==> config.mk <==
export PLATFORM = sky130hd
export DESIGN_NAME = season_hysteresis_selector_core
export DESIGN_NICKNAME = d
export VERILOG_FILES = /design/src/rtl/shs_pkg.sv /design/src/rtl/shs_classify.sv /design/src/rtl/season_hysteresis_selector_core.sv
export SDC_FILE = /design/constraint.sdc
export NUM_CORES = 1
export LEC_CHECK = 0
export ABC_AREA = 1
export BUFFER_PORTS_ARGS = -buffer_cell sky130_fd_sc_hd__buf_2
export CORE_ASPECT_RATIO = 1.4
export CORE_MARGIN = 1
export CORE_UTILIZATION = 40
export CTS_CLUSTER_DIAMETER = 150
export DETAILED_ROUTE_END_ITERATION = 10
export PLACE_DENSITY = 0.63
export SYNTH_ARGS = -nofsm -noshare
export SYNTH_HDL_FRONTEND = slang
export SYNTH_SLANG_ARGS = --single-unit
==> constraint.sdc <==
create_clock -name clk -period 9.8 [get_ports clk]
set_input_delay 2.94 -clock clk [delete_from_list [all_inputs] [get_ports clk]]
set_output_delay 2.94 -clock clk [all_outputs]
set_load 0.005 [all_outputs]
==> src/rtl/shs_pkg.sv <==
// ----------------------------------------------------------------------------
// Season hysteresis selector package
// Shared types, widths, season codes and register indexes for the selector.
// ----------------------------------------------------------------------------
`default_nettype none

package shs_pkg;

  // Field widths.
  localparam int unsigned TEMP_W     = 13;
  localparam int unsigned HYST_W     = 9;
  localparam int unsigned CMP_W      = 15;
  localparam int unsigned LOCK_W     = 16;
  localparam int unsigned LOCK_MS_W  = 26;
  localparam int unsigned TIME_W     = 32;
  localparam int unsigned SEASON_W   = 2;
  localparam int unsigned CFG_IDX_W  = 3;
  localparam int unsigned CFG_DATA_W = 16;

  // Milliseconds in one second.
  localparam logic [LOCK_MS_W-1:0] MS_PER_SECOND = LOCK_MS_W'(1000);

  typedef logic [SEASON_W-1:0] season_t;

  // Season codes.
  localparam season_t SEASON_SUMMER      = 2'd0;
  localparam season_t SEASON_SPRING_FALL = 2'd1;
  localparam season_t SEASON_WINTER      = 2'd2;
  localparam season_t SEASON_EXTREME     = 2'd3;

  // Configuration register indexes.
  localparam logic [CFG_IDX_W-1:0] CFG_EXTREME_START     = 3'd0;
  localparam logic [CFG_IDX_W-1:0] CFG_WINTER_START      = 3'd1;
  localparam logic [CFG_IDX_W-1:0] CFG_SPRING_FALL_START = 3'd2;
  localparam logic [CFG_IDX_W-1:0] CFG_HYST_SUMMER       = 3'd3;
  localparam logic [CFG_IDX_W-1:0] CFG_HYST_SPRING_FALL  = 3'd4;
  localparam logic [CFG_IDX_W-1:0] CFG_HYST_WINTER       = 3'd5;
  localparam logic [CFG_IDX_W-1:0] CFG_HYST_EXTREME      = 3'd6;
  localparam logic [CFG_IDX_W-1:0] CFG_LOCKOUT_SECONDS   = 3'd7;

  // Thresholds and hysteresis values as seen by the classifier.
  typedef struct packed {
    logic signed [TEMP_W-1:0] extreme_start;
    logic signed [TEMP_W-1:0] winter_start;
    logic signed [TEMP_W-1:0] spring_fall_start;
    logic [HYST_W-1:0]        hyst_summer;
    logic [HYST_W-1:0]        hyst_spring_fall;
    logic [HYST_W-1:0]        hyst_winter;
    logic [HYST_W-1:0]        hyst_extreme;
  } thr_t;

endpackage

`default_nettype wire

==> src/rtl/shs_classify.sv <==
// ----------------------------------------------------------------------------
// Season candidate classifier
// Works out the candidate season for one sample from the current season,
// the thresholds and their hysteresis bands.
// ----------------------------------------------------------------------------
`default_nettype none

module shs_classify (
  input  wire shs_pkg::thr_t                        thr,
  input  wire                                       season_valid,
  input  wire shs_pkg::season_t                     season_cur,
  input  wire logic signed [shs_pkg::TEMP_W-1:0]    temperature,
  input  wire                                       sensor_valid,
  output shs_pkg::season_t                          season_cand
);

  logic signed [shs_pkg::CMP_W-1:0] t_x;
  logic signed [shs_pkg::CMP_W-1:0] ext_x;
  logic signed [shs_pkg::CMP_W-1:0] win_x;
  logic signed [shs_pkg::CMP_W-1:0] spf_x;
  logic signed [shs_pkg::CMP_W-1:0] spf_lo;
  logic signed [shs_pkg::CMP_W-1:0] spf_hi;
  logic signed [shs_pkg::CMP_W-1:0] win_lo;
  logic signed [shs_pkg::CMP_W-1:0] win_hi;
  logic signed [shs_pkg::CMP_W-1:0] ext_lo;
  logic signed [shs_pkg::CMP_W-1:0] ext_hi;
  shs_pkg::season_t                 direct;
  shs_pkg::season_t                 stepped;

  // Sign-extend everything to a width where the band edges cannot overflow.
  assign t_x   = shs_pkg::CMP_W'(temperature);
  assign ext_x = shs_pkg::CMP_W'(thr.extreme_start);
  assign win_x = shs_pkg::CMP_W'(thr.winter_start);
  assign spf_x = shs_pkg::CMP_W'(thr.spring_fall_start);

  // Hysteresis band edges.
  assign spf_lo = spf_x - $signed({6'd0, thr.hyst_spring_fall});
  assign spf_hi = spf_x + $signed({6'd0, thr.hyst_summer});
  assign win_lo = win_x - $signed({6'd0, thr.hyst_winter});
  assign win_hi = win_x + $signed({6'd0, thr.hyst_spring_fall});
  assign ext_lo = ext_x - $signed({6'd0, thr.hyst_extreme});
  assign ext_hi = ext_x + $signed({6'd0, thr.hyst_winter});

  // Direct classification, used for the very first sample.
  always_comb begin
    if (t_x <= ext_x) begin
      direct = shs_pkg::SEASON_EXTREME;
    end else if (t_x <= win_x) begin
      direct = shs_pkg::SEASON_WINTER;
    end else if (t_x <= spf_x) begin
      direct = shs_pkg::SEASON_SPRING_FALL;
    end else begin
      direct = shs_pkg::SEASON_SUMMER;
    end
  end

  // Step from the current season, honouring the hysteresis bands.
  always_comb begin
    case (season_cur)
      shs_pkg::SEASON_SUMMER: begin
        stepped = (t_x <= spf_lo) ? shs_pkg::SEASON_SPRING_FALL : shs_pkg::SEASON_SUMMER;
      end
      shs_pkg::SEASON_SPRING_FALL: begin
        if (t_x > spf_hi) begin
          stepped = shs_pkg::SEASON_SUMMER;
        end else if (t_x <= win_lo) begin
          stepped = shs_pkg::SEASON_WINTER;
        end else begin
          stepped = shs_pkg::SEASON_SPRING_FALL;
        end
      end
      shs_pkg::SEASON_WINTER: begin
        if (t_x > win_hi) begin
          stepped = shs_pkg::SEASON_SPRING_FALL;
        end else if (t_x <= ext_lo) begin
          stepped = shs_pkg::SEASON_EXTREME;
        end else begin
          stepped = shs_pkg::SEASON_WINTER;
        end
      end
      default: begin
        stepped = (t_x > ext_hi) ? shs_pkg::SEASON_WINTER : shs_pkg::SEASON_EXTREME;
      end
    endcase
  end

  // A bad sensor picks summer on the first sample and holds the season later.
  always_comb begin
    if (!season_valid) begin
      season_cand = sensor_valid ? direct : shs_pkg::SEASON_SUMMER;
    end else begin
      season_cand = sensor_valid ? stepped : season_cur;
    end
  end

endmodule

`default_nettype wire

==> src/rtl/season_hysteresis_selector_core.sv <==
// ----------------------------------------------------------------------------
// Season hysteresis selector core
// An accepted input word passes the input register, then the result register.
// Throughput is one word per cycle while out_stall is low; the season and
// last-change time update as a word moves from the input register to the result
// register. Synchronous active-low reset clears the pipeline and the season state
// and loads the default thresholds; the first word after reset classifies directly.
// ----------------------------------------------------------------------------
`default_nettype none

module season_hysteresis_selector_core (
  input  wire                                        clk,
  input  wire                                        rst_n,
  // Input channel.
  input  wire                                        in_valid,
  output logic                                       in_stall,
  input  wire logic signed [shs_pkg::TEMP_W-1:0]     in_temperature,
  input  wire                                        in_sensor_valid,
  input  wire logic [shs_pkg::TIME_W-1:0]            in_now_ms,
  // Result channel.
  output logic                                       out_valid,
  input  wire                                        out_stall,
  output logic [shs_pkg::SEASON_W-1:0]               out_active_season,
  output logic                                       out_season_changed,
  output logic                                       out_change_held,
  // Configuration port.
  input  wire                                        cfg_we,
  input  wire logic [shs_pkg::CFG_IDX_W-1:0]         cfg_index,
  input  wire logic [shs_pkg::CFG_DATA_W-1:0]        cfg_wdata
);

  // Configuration registers.
  shs_pkg::thr_t                        thr_r;
  logic [shs_pkg::LOCK_MS_W-1:0]        lock_ms_r;
  logic [shs_pkg::LOCK_MS_W-1:0]        lock_ms_nxt;

  // Input register.
  logic                                 v1_r;
  logic signed [shs_pkg::TEMP_W-1:0]    temp_r;
  logic                                 ok_r;
  logic [shs_pkg::TIME_W-1:0]           now_r;

  // Season state.
  logic                                 season_valid_r;
  shs_pkg::season_t                     season_r;
  shs_pkg::season_t                     season_nxt;
  logic [shs_pkg::TIME_W-1:0]           last_change_r;

  // Result register.
  logic                                 v2_r;
  shs_pkg::season_t                     res_season_r;
  logic                                 res_changed_r;
  logic                                 res_held_r;

  logic                                 in_accept;
  logic                                 advance;
  shs_pkg::season_t                     cand;
  logic [shs_pkg::TIME_W-1:0]           elapsed;
  logic                                 lock_active;
  logic                                 changed;
  logic                                 held;

  // Handshake: the result register frees up when its word is taken.
  assign advance   = v1_r && (!v2_r || !out_stall);
  assign in_stall  = v1_r && !advance;
  assign in_accept = in_valid && !in_stall;

  // Lockout length in milliseconds is worked out once, at the write.
  assign lock_ms_nxt = shs_pkg::LOCK_MS_W'(cfg_wdata) * shs_pkg::MS_PER_SECOND;

  always_ff @(posedge clk) begin
    if (!rst_n) begin
      thr_r.extreme_start     <= 13'sd0;
      thr_r.winter_start      <= 13'sd200;
      thr_r.spring_fall_start <= 13'sd500;
      thr_r.hyst_summer       <= 9'd20;
      thr_r.hyst_spring_fall  <= 9'd20;
      thr_r.hyst_winter       <= 9'd20;
      thr_r.hyst_extreme      <= 9'd20;
      lock_ms_r               <= '0;
    end else if (cfg_we) begin
      case (cfg_index)
        shs_pkg::CFG_EXTREME_START:     thr_r.extreme_start     <= cfg_wdata[12:0];
        shs_pkg::CFG_WINTER_START:      thr_r.winter_start      <= cfg_wdata[12:0];
        shs_pkg::CFG_SPRING_FALL_START: thr_r.spring_fall_start <= cfg_wdata[12:0];
        shs_pkg::CFG_HYST_SUMMER:       thr_r.hyst_summer       <= cfg_wdata[8:0];
        shs_pkg::CFG_HYST_SPRING_FALL:  thr_r.hyst_spring_fall  <= cfg_wdata[8:0];
        shs_pkg::CFG_HYST_WINTER:       thr_r.hyst_winter       <= cfg_wdata[8:0];
        shs_pkg::CFG_HYST_EXTREME:      thr_r.hyst_extreme      <= cfg_wdata[8:0];
        shs_pkg::CFG_LOCKOUT_SECONDS:   lock_ms_r               <= lock_ms_nxt;
        default: begin
        end
      endcase
    end
  end

  // Input register.
  always_ff @(posedge clk) begin
    if (!rst_n) begin
      v1_r <= 1'b0;
    end else if (in_accept) begin
      v1_r <= 1'b1;
    end else if (advance) begin
      v1_r <= 1'b0;
    end
  end

  always_ff @(posedge clk) begin
    if (in_accept) begin
      temp_r <= in_temperature;
      ok_r   <= in_sensor_valid;
      now_r  <= in_now_ms;
    end
  end

  // Candidate season.
  shs_classify u_classify (
    .thr          (thr_r),
    .season_valid (season_valid_r),
    .season_cur   (season_r),
    .temperature  (temp_r),
    .sensor_valid (ok_r),
    .season_cand  (cand)
  );

  // Lockout check with wrapping time.
  assign elapsed     = now_r - last_change_r;
  assign lock_active = (lock_ms_r != '0) &&
                       (elapsed < {{(shs_pkg::TIME_W-shs_pkg::LOCK_MS_W){1'b0}}, lock_ms_r});

  always_comb begin
    changed = 1'b0;
    held    = 1'b0;
    if (!season_valid_r) begin
      changed = 1'b1;
    end else if (cand != season_r) begin
      if (lock_active) begin
        held = 1'b1;
      end else begin
        changed = 1'b1;
      end
    end
  end

  assign season_nxt = changed ? cand : season_r;

  // Season state updates as the word moves to the result register.
  always_ff @(posedge clk) begin
    if (!rst_n) begin
      season_valid_r <= 1'b0;
      season_r       <= shs_pkg::SEASON_SUMMER;
      last_change_r  <= '0;
    end else if (advance) begin
      season_valid_r <= 1'b1;
      season_r       <= season_nxt;
      if (changed) begin
        last_change_r <= now_r;
      end
    end
  end

  // Result register.
  always_ff @(posedge clk) begin
    if (!rst_n) begin
      v2_r <= 1'b0;
    end else if (advance) begin
      v2_r <= 1'b1;
    end else if (!out_stall) begin
      v2_r <= 1'b0;
    end
  end

  always_ff @(posedge clk) begin
    if (advance) begin
      res_season_r  <= season_nxt;
      res_changed_r <= changed;
      res_held_r    <= held;
    end
  end

  assign out_valid          = v2_r;
  assign out_active_season  = res_season_r;
  assign out_season_changed = res_changed_r;
  assign out_change_held    = res_held_r;

  // A word never both changes the season and reports a held change.
  a_changed_or_held : assert property (@(posedge clk) disable iff (!rst_n)
    v2_r |-> !(res_changed_r && res_held_r))
    else $error("result reports both a change and a held change");

  // Once a season is adopted it stays adopted until reset.
  a_season_sticky : assert property (@(posedge clk) disable iff (!rst_n)
    season_valid_r |=> season_valid_r)
    else $error("season state lost without reset");

  // A change records the word's timestamp as the last change time.
  a_last_change : assert property (@(posedge clk) disable iff (!rst_n)
    (advance && changed) |=> (last_change_r == $past(now_r)))
    else $error("last change time not taken from the changing word");

  // The result season always matches the season state it produced.
  a_result_state : assert property (@(posedge clk) disable iff (!rst_n)
    advance |=> (res_season_r == season_r))
    else $error("result season differs from the stored season");

  // Input is only stalled while the input register holds a word.
  a_stall_full : assert property (@(posedge clk) disable iff (!rst_n)
    in_stall |-> v1_r)
    else $error("input stalled with an empty input register");

endmodule

`default_nettype wire

; After elaboration in Yosys (flattened, before gate mapping)
; Cells that the tools add are included.
[op_classes]
n_eq_ne = 11
order_cmp = 10
multipliers = 1
addsub = 7
reduce_logical = 23
mux = 22
[op_table]
columns = cell, n
row1 = adder 13 x 10 -> 14 bit, 3
row2 = > comparator 13 x 14 -> 1 bit, 3
row3 = less-or-equal comparator 13 x 14 -> 1 bit, 3
row4 = subtractor 13 x 10 -> 14 bit, 3
row5 = less-or-equal comparator 13 bit, 3
row6 = less-than comparator 32 x 26 -> 1 bit, 1
row7 = subtractor 32 bit, 1
row8 = nonzero test 26 bit, 1
row9 = multiplier 16 x 7 -> 23 bit (second input constant), 1
row10 = AND reduction 2 bit, 10
row11 = two-way mux 2 bit, 9
row12 = == test 3 bit (second input constant), 4
row13 = two-way mux 1 bit, 12
row14 = == test 3 x 2 -> 1 bit (second input constant), 2
row15 = case mux 2 bit (3 select lines), 1
row16 = logical AND 1 bit, 4
row17 = logical NOT 1 bit, 4
row18 = == test 3 x 1 -> 1 bit (second input constant), 1
row19 = logical NOT 3 bit, 1
row20 = == test 2 x 1 -> 1 bit (second input constant), 1
row21 = == test 2 bit (second input constant), 1
row22 = logical NOT 2 bit, 1
row23 = inequality test 2 x 1 -> 1 bit (second input constant), 1
row24 = inequality test 2 bit, 1
row25 = 2 further kinds, 2
[word_totals]
word_cells = 93
input_bits = 70
ff_bits = 185
out_inout_bits = 6

; Depth between registers and ports, before layout
[logic_depth]
ltp_word = 11
mapped_depth = 36

; Cells and area by module
; From an unflattened synthesis, not the netlist that was laid out.
[hier_totals]
cells_unflattened = 2414
hier_area_um2 = 17790.8
[by_module_without_submodules]
columns = module, cells_each, n_inst, area_each_um2
row1 = season_hysteresis_selector_core, 1501, 1, 11858.9
row2 = shs_classify, 913, 1, 5931.9

; Worst setup path before layout
; Ideal clock, no wire load.
[synth_path]
path_kind = in2reg
startpoint = input cfg_wdata[0] in the netlist's numbering
endpoint = register lock_ms_r[20] in the netlist's numbering
n_path_buf = 0
path_slack_ns = 2.739
path_stages = 18
setup_ns = 0.115
required_ns = 9.685
arrival_time_ns = 6.945
cell_sequence = fa_1 > inv_1 > fa_1 > fa_1 > inv_1 > fa_1 > ha_1 > a21oi_1 > nand2_1 > a21oi_1 > o21bai_1 > a21oi_1 > o21ai_0 > a21boi_0 > o21ai_0 > xor2_1 > o21ai_0 > inv_1
[synth_between]
elab_chain_cells = 1
[synth_rtl]
columns = element, line_no
row1 = from (decl), season_hysteresis_selector_core.sv:29  ; input wire logic [shs_pkg::CFG_DATA_W-1:0] cfg_wdata
row2 = multiplier 16 x 7 -> 23 bit, season_hysteresis_selector_core.sv:69  ; assign lock_ms_nxt = shs_pkg::LOCK_MS_W'(cfg_wdata) * shs_pkg::MS_PER_SECOND;
row3 = to (signal assigned), season_hysteresis_selector_core.sv:90  ; shs_pkg::CFG_LOCKOUT_SECONDS: lock_ms_r <= lock_ms_nxt;
row4 = to (decl), season_hysteresis_selector_core.sv:34  ; logic [shs_pkg::LOCK_MS_W-1:0] lock_ms_r;
; Every way passes these cells.
; A chain may end at the register's enable or synchronous reset.

; Worst setup path in the final report
[layout_path]
startpoint = input cfg_wdata[2] in the netlist's numbering
endpoint = register lock_ms_r[20] in the netlist's numbering
; Same word-level chain as after synthesis.

==> flow_summary.ini <==
[final_layout]
area_growth_pct = 8.853
final_area_um2 = 18510
utilization_pct = 44.08
drive_gt1_share_pct = 5.957
mostFrequentLayoutCell = nand2_1
antennaDiodeCount = 0
final_nets = 2699
mostFrequentLayoutCells = nand2_1 (402), inv_1 (351), ha_1 (282)
finalNonFillerCells = 2846

[synthesis]
synth_cells = 2228
ys.flop_type = dfxtp_1
synth_area_um2 = 17000
synth_nets = 2640
synth_edf_count = 50
muxShareOfSynthArea_pct = 0
ys_seq_area_share_pct = 24.73
synth-compound-area-share_pct = 14.42
synth_warnings = 0
synth_top_family_by_area = adder cells
yosys.area_share.simple_pct = 18.91
synth_cell_types = 44
syn_avg_cell_area_um2 = 7.631
async_flop_share_pct = 0
synth_xor_area_share_pct = 5.049
synth_fa_ha_area_share_pct = 27.82
synth-seq-cells = 185

[drt]
final_antenna_net_count = 0
vias = 14910
routed_wl_mm = 46.84
wl_per_cell_um = 16.46
vias_per_cell = 5.239
drt_iter0_drc = 728
dr.pass1.iters = 5
drc_errors = 0

[placement]
finalWeightedCongestion = 0.9174
dp_cells = 2814
portBuffers = 75
pre_cts_slack_ns = 2.102
hpwl_mm = 37.56
dpl_cell_area_um2 = 17920

[die]
start_util_pct = 40.50
die_area_um2 = 43340
row_count = 89
die_x_um = 176.2
die-height_um = 245.9
core-area_um2 = 41980
boundaryPins = 76

[outcome]
status = complete, no violations

[grt]
grt_pass1_vias = 15150
gr-usage-all-layers_pct = 22.35
grt.overflow.total = 0
grt_pass1_wl_mm = 75.04
antenna_found_initial = 0
grt_start_max_net_pins = 83

[setup_path]
crit_path_start_kind = input pin
cp_data_required_time_ns = 10.16
cp_max_fo = 13
worstPathArrival_ns = 7.61
end_kind = register
cpLargestDelayFamily = adder cells
cp_slowest_cell = fa_1
crit_chain = buf_2, fa_1, inv_1, fa_1, fa_1, inv_1, fa_1, ha_1, a21oi_1, nand2_1, a21oi_1, o21bai_1, a21oi_1, o21ai_0, a21boi_0, o21ai_0, xor2_1, o21ai_0, inv_1
cpPeakStageDelay_ns = 0.53
crit_type = input pin to register
cp_common_cell = fa_1
crit_buf_inv = 4

[sta]
fin_skew_ns = 0.01050
setup_slack_ns = 2.552
slew_headroom_pct = 41.95
setup_tns_ns = 0
period_minus_slack_ns = 7.248
timing.fmax_ghz = 0.1380
rsz0062_at_grt = false
worst_pin_slew_ns = 0.8676
hold_viol_final = 0
min_period_over_period_pct = 73.96
drv_slew = 0
setup_viol = 0

[power_and_ir_drop]
p_seq_share_pct = 29.0
powerDensity_nw_per_um2 = 161.1
pwr-share-clk_pct = 23.8
max-vdd-ir-drop_uv = 140.1
comb_power_share_pct = 47.2
p_int_mw = 1.757
p_leak_nw = 8.930
switchingPower_mw = 1.225
switching_share_pct = 41.06

[clock_tree]
insertion_delay_ns = 0.47
cts.sinks = 185
post_cts_buffers = 0
htree_num_levels = 4
clk_pin_slew_worst_paths_ns = 0.07
holdBufCountCts = 0
cts-buffers-inserted = 17
clockBufferDepth = 2
cts-resized-gates = 0
clock-root-buffer = clkbuf_16
cts_tree = done

[run]
drv_cap = 0

[min_path]
hp-class = register to register
## final cells by class
cell class,instances,area [um^2]
clock inverters,10,87.58
clock buffers,22,495.5
multi-input cells,1640,11260
inverters,364,1366
repair buffers,79,407.9
fillers,4256,23480
flip-flops and latches,185,4204
well taps,546,683.2
## cells in the mapped netlist (6+ instances only)
master	n	area (um^2)
o211ai_1	21	157.7
nor2_1	152	570.6
clkbuf_1	29	108.9
fa_1	60	1201
nand3b_1	6	45.04
nand4_1	56	350.3
xnor2_1	27	236.5
inv_1	352	1321
o21bai_1	26	195.2
nor3_1	19	95.09
inv_2	9	33.78
nor4_1	10	62.56
o21ai_0	140	700.7
edfxtp_1	50	1501
xor2_1	71	621.9
ha_1	282	3528
buf_2	6	30.03
nand2_1	402	1509
nand3_1	86	430.4
dfxtp_1	135	2703
a21oi_1	232	1161
## logic make-up (layout without fill, tap and decap cells)
group | count (synthesis) | in the layout
AND/OR/NAND/NOR | 749 | 749
AO/OA/AOI/OAI | 451 | 451
buffers and inverters | 403 | 475
adder cells (fa/ha/maj) | 342 | 342
flip-flops | 185 | 185
XOR/XNOR | 98 | 98
## power by group through the flow
stage / logic, mW / clock network, mW / registers (mW)
final: 1.41 / 0.708 / 0.865
after global routing: 1.63 / 0.751 / 0.869
after CTS: 1.42 / 0.732 / 0.864
after detailed placement: 1.41 / 0 / 0.881
after global placement: 1.39 / 0 / 0.881
after floorplan: 1.06 / 0 / 0.866
## flip-flops by register name, summed over array words and instances, names as in the netlist
signal and cells:
thr_r 75, lock_ms_r 23, v1_r 1, last_change_r 32, out_change_held 1, season_valid_r 1, temp_r 13, out_season_changed 1
out_active_season 2, out_valid 1, ok_r 1, season_r 2, now_r 32
## routing by layer
| layer | up-vias | wire, um | share of wire, % | track usage (%) |
|---|---|---|---|---|
| met5 | - | 0 | 0 | 0 |
| met4 | 0 | 2897 | 6.2 | 14.48 |
| met3 | 104 | 1247 | 2.7 | 2.582 |
| met2 | 283 | 24410 | 52 | 42.60 |
| met1 | 6983 | 18280 | 39 | 22.63 |
| li1 | 7540 | - | - | - |
## final timing paths
check / slack, ns / cells after the start / start / end
max: 2.55 / 19 / cfg_wdata[2] / lock_ms_r[20]
min reg2reg: 0.48 / 2 / thr_r[3] / thr_r[3]
min: 0.48 / 2 / thr_r[3] / thr_r[3]
max reg2reg: 4.11 / 34 / thr_r[62] / last_change_r[22]
## worst min-delay path: stages (launching register included)
cell	delay (ns)
dfxtp_1	0.30
inv_1	0.07
a21oi_1	0.06
## through the flow
step / hold WS [ns] / power, mW
final: 0.4796 / 2.982
after floorplan: 0.4353 / 1.923
after detailed placement: 0.4610 / 2.289
after CTS: 0.4828 / 3.018
after global routing: 0.5027 / 3.245
after global placement: 0.4559 / 2.266
No activity file was read; power rests on OpenSTA's default activity.
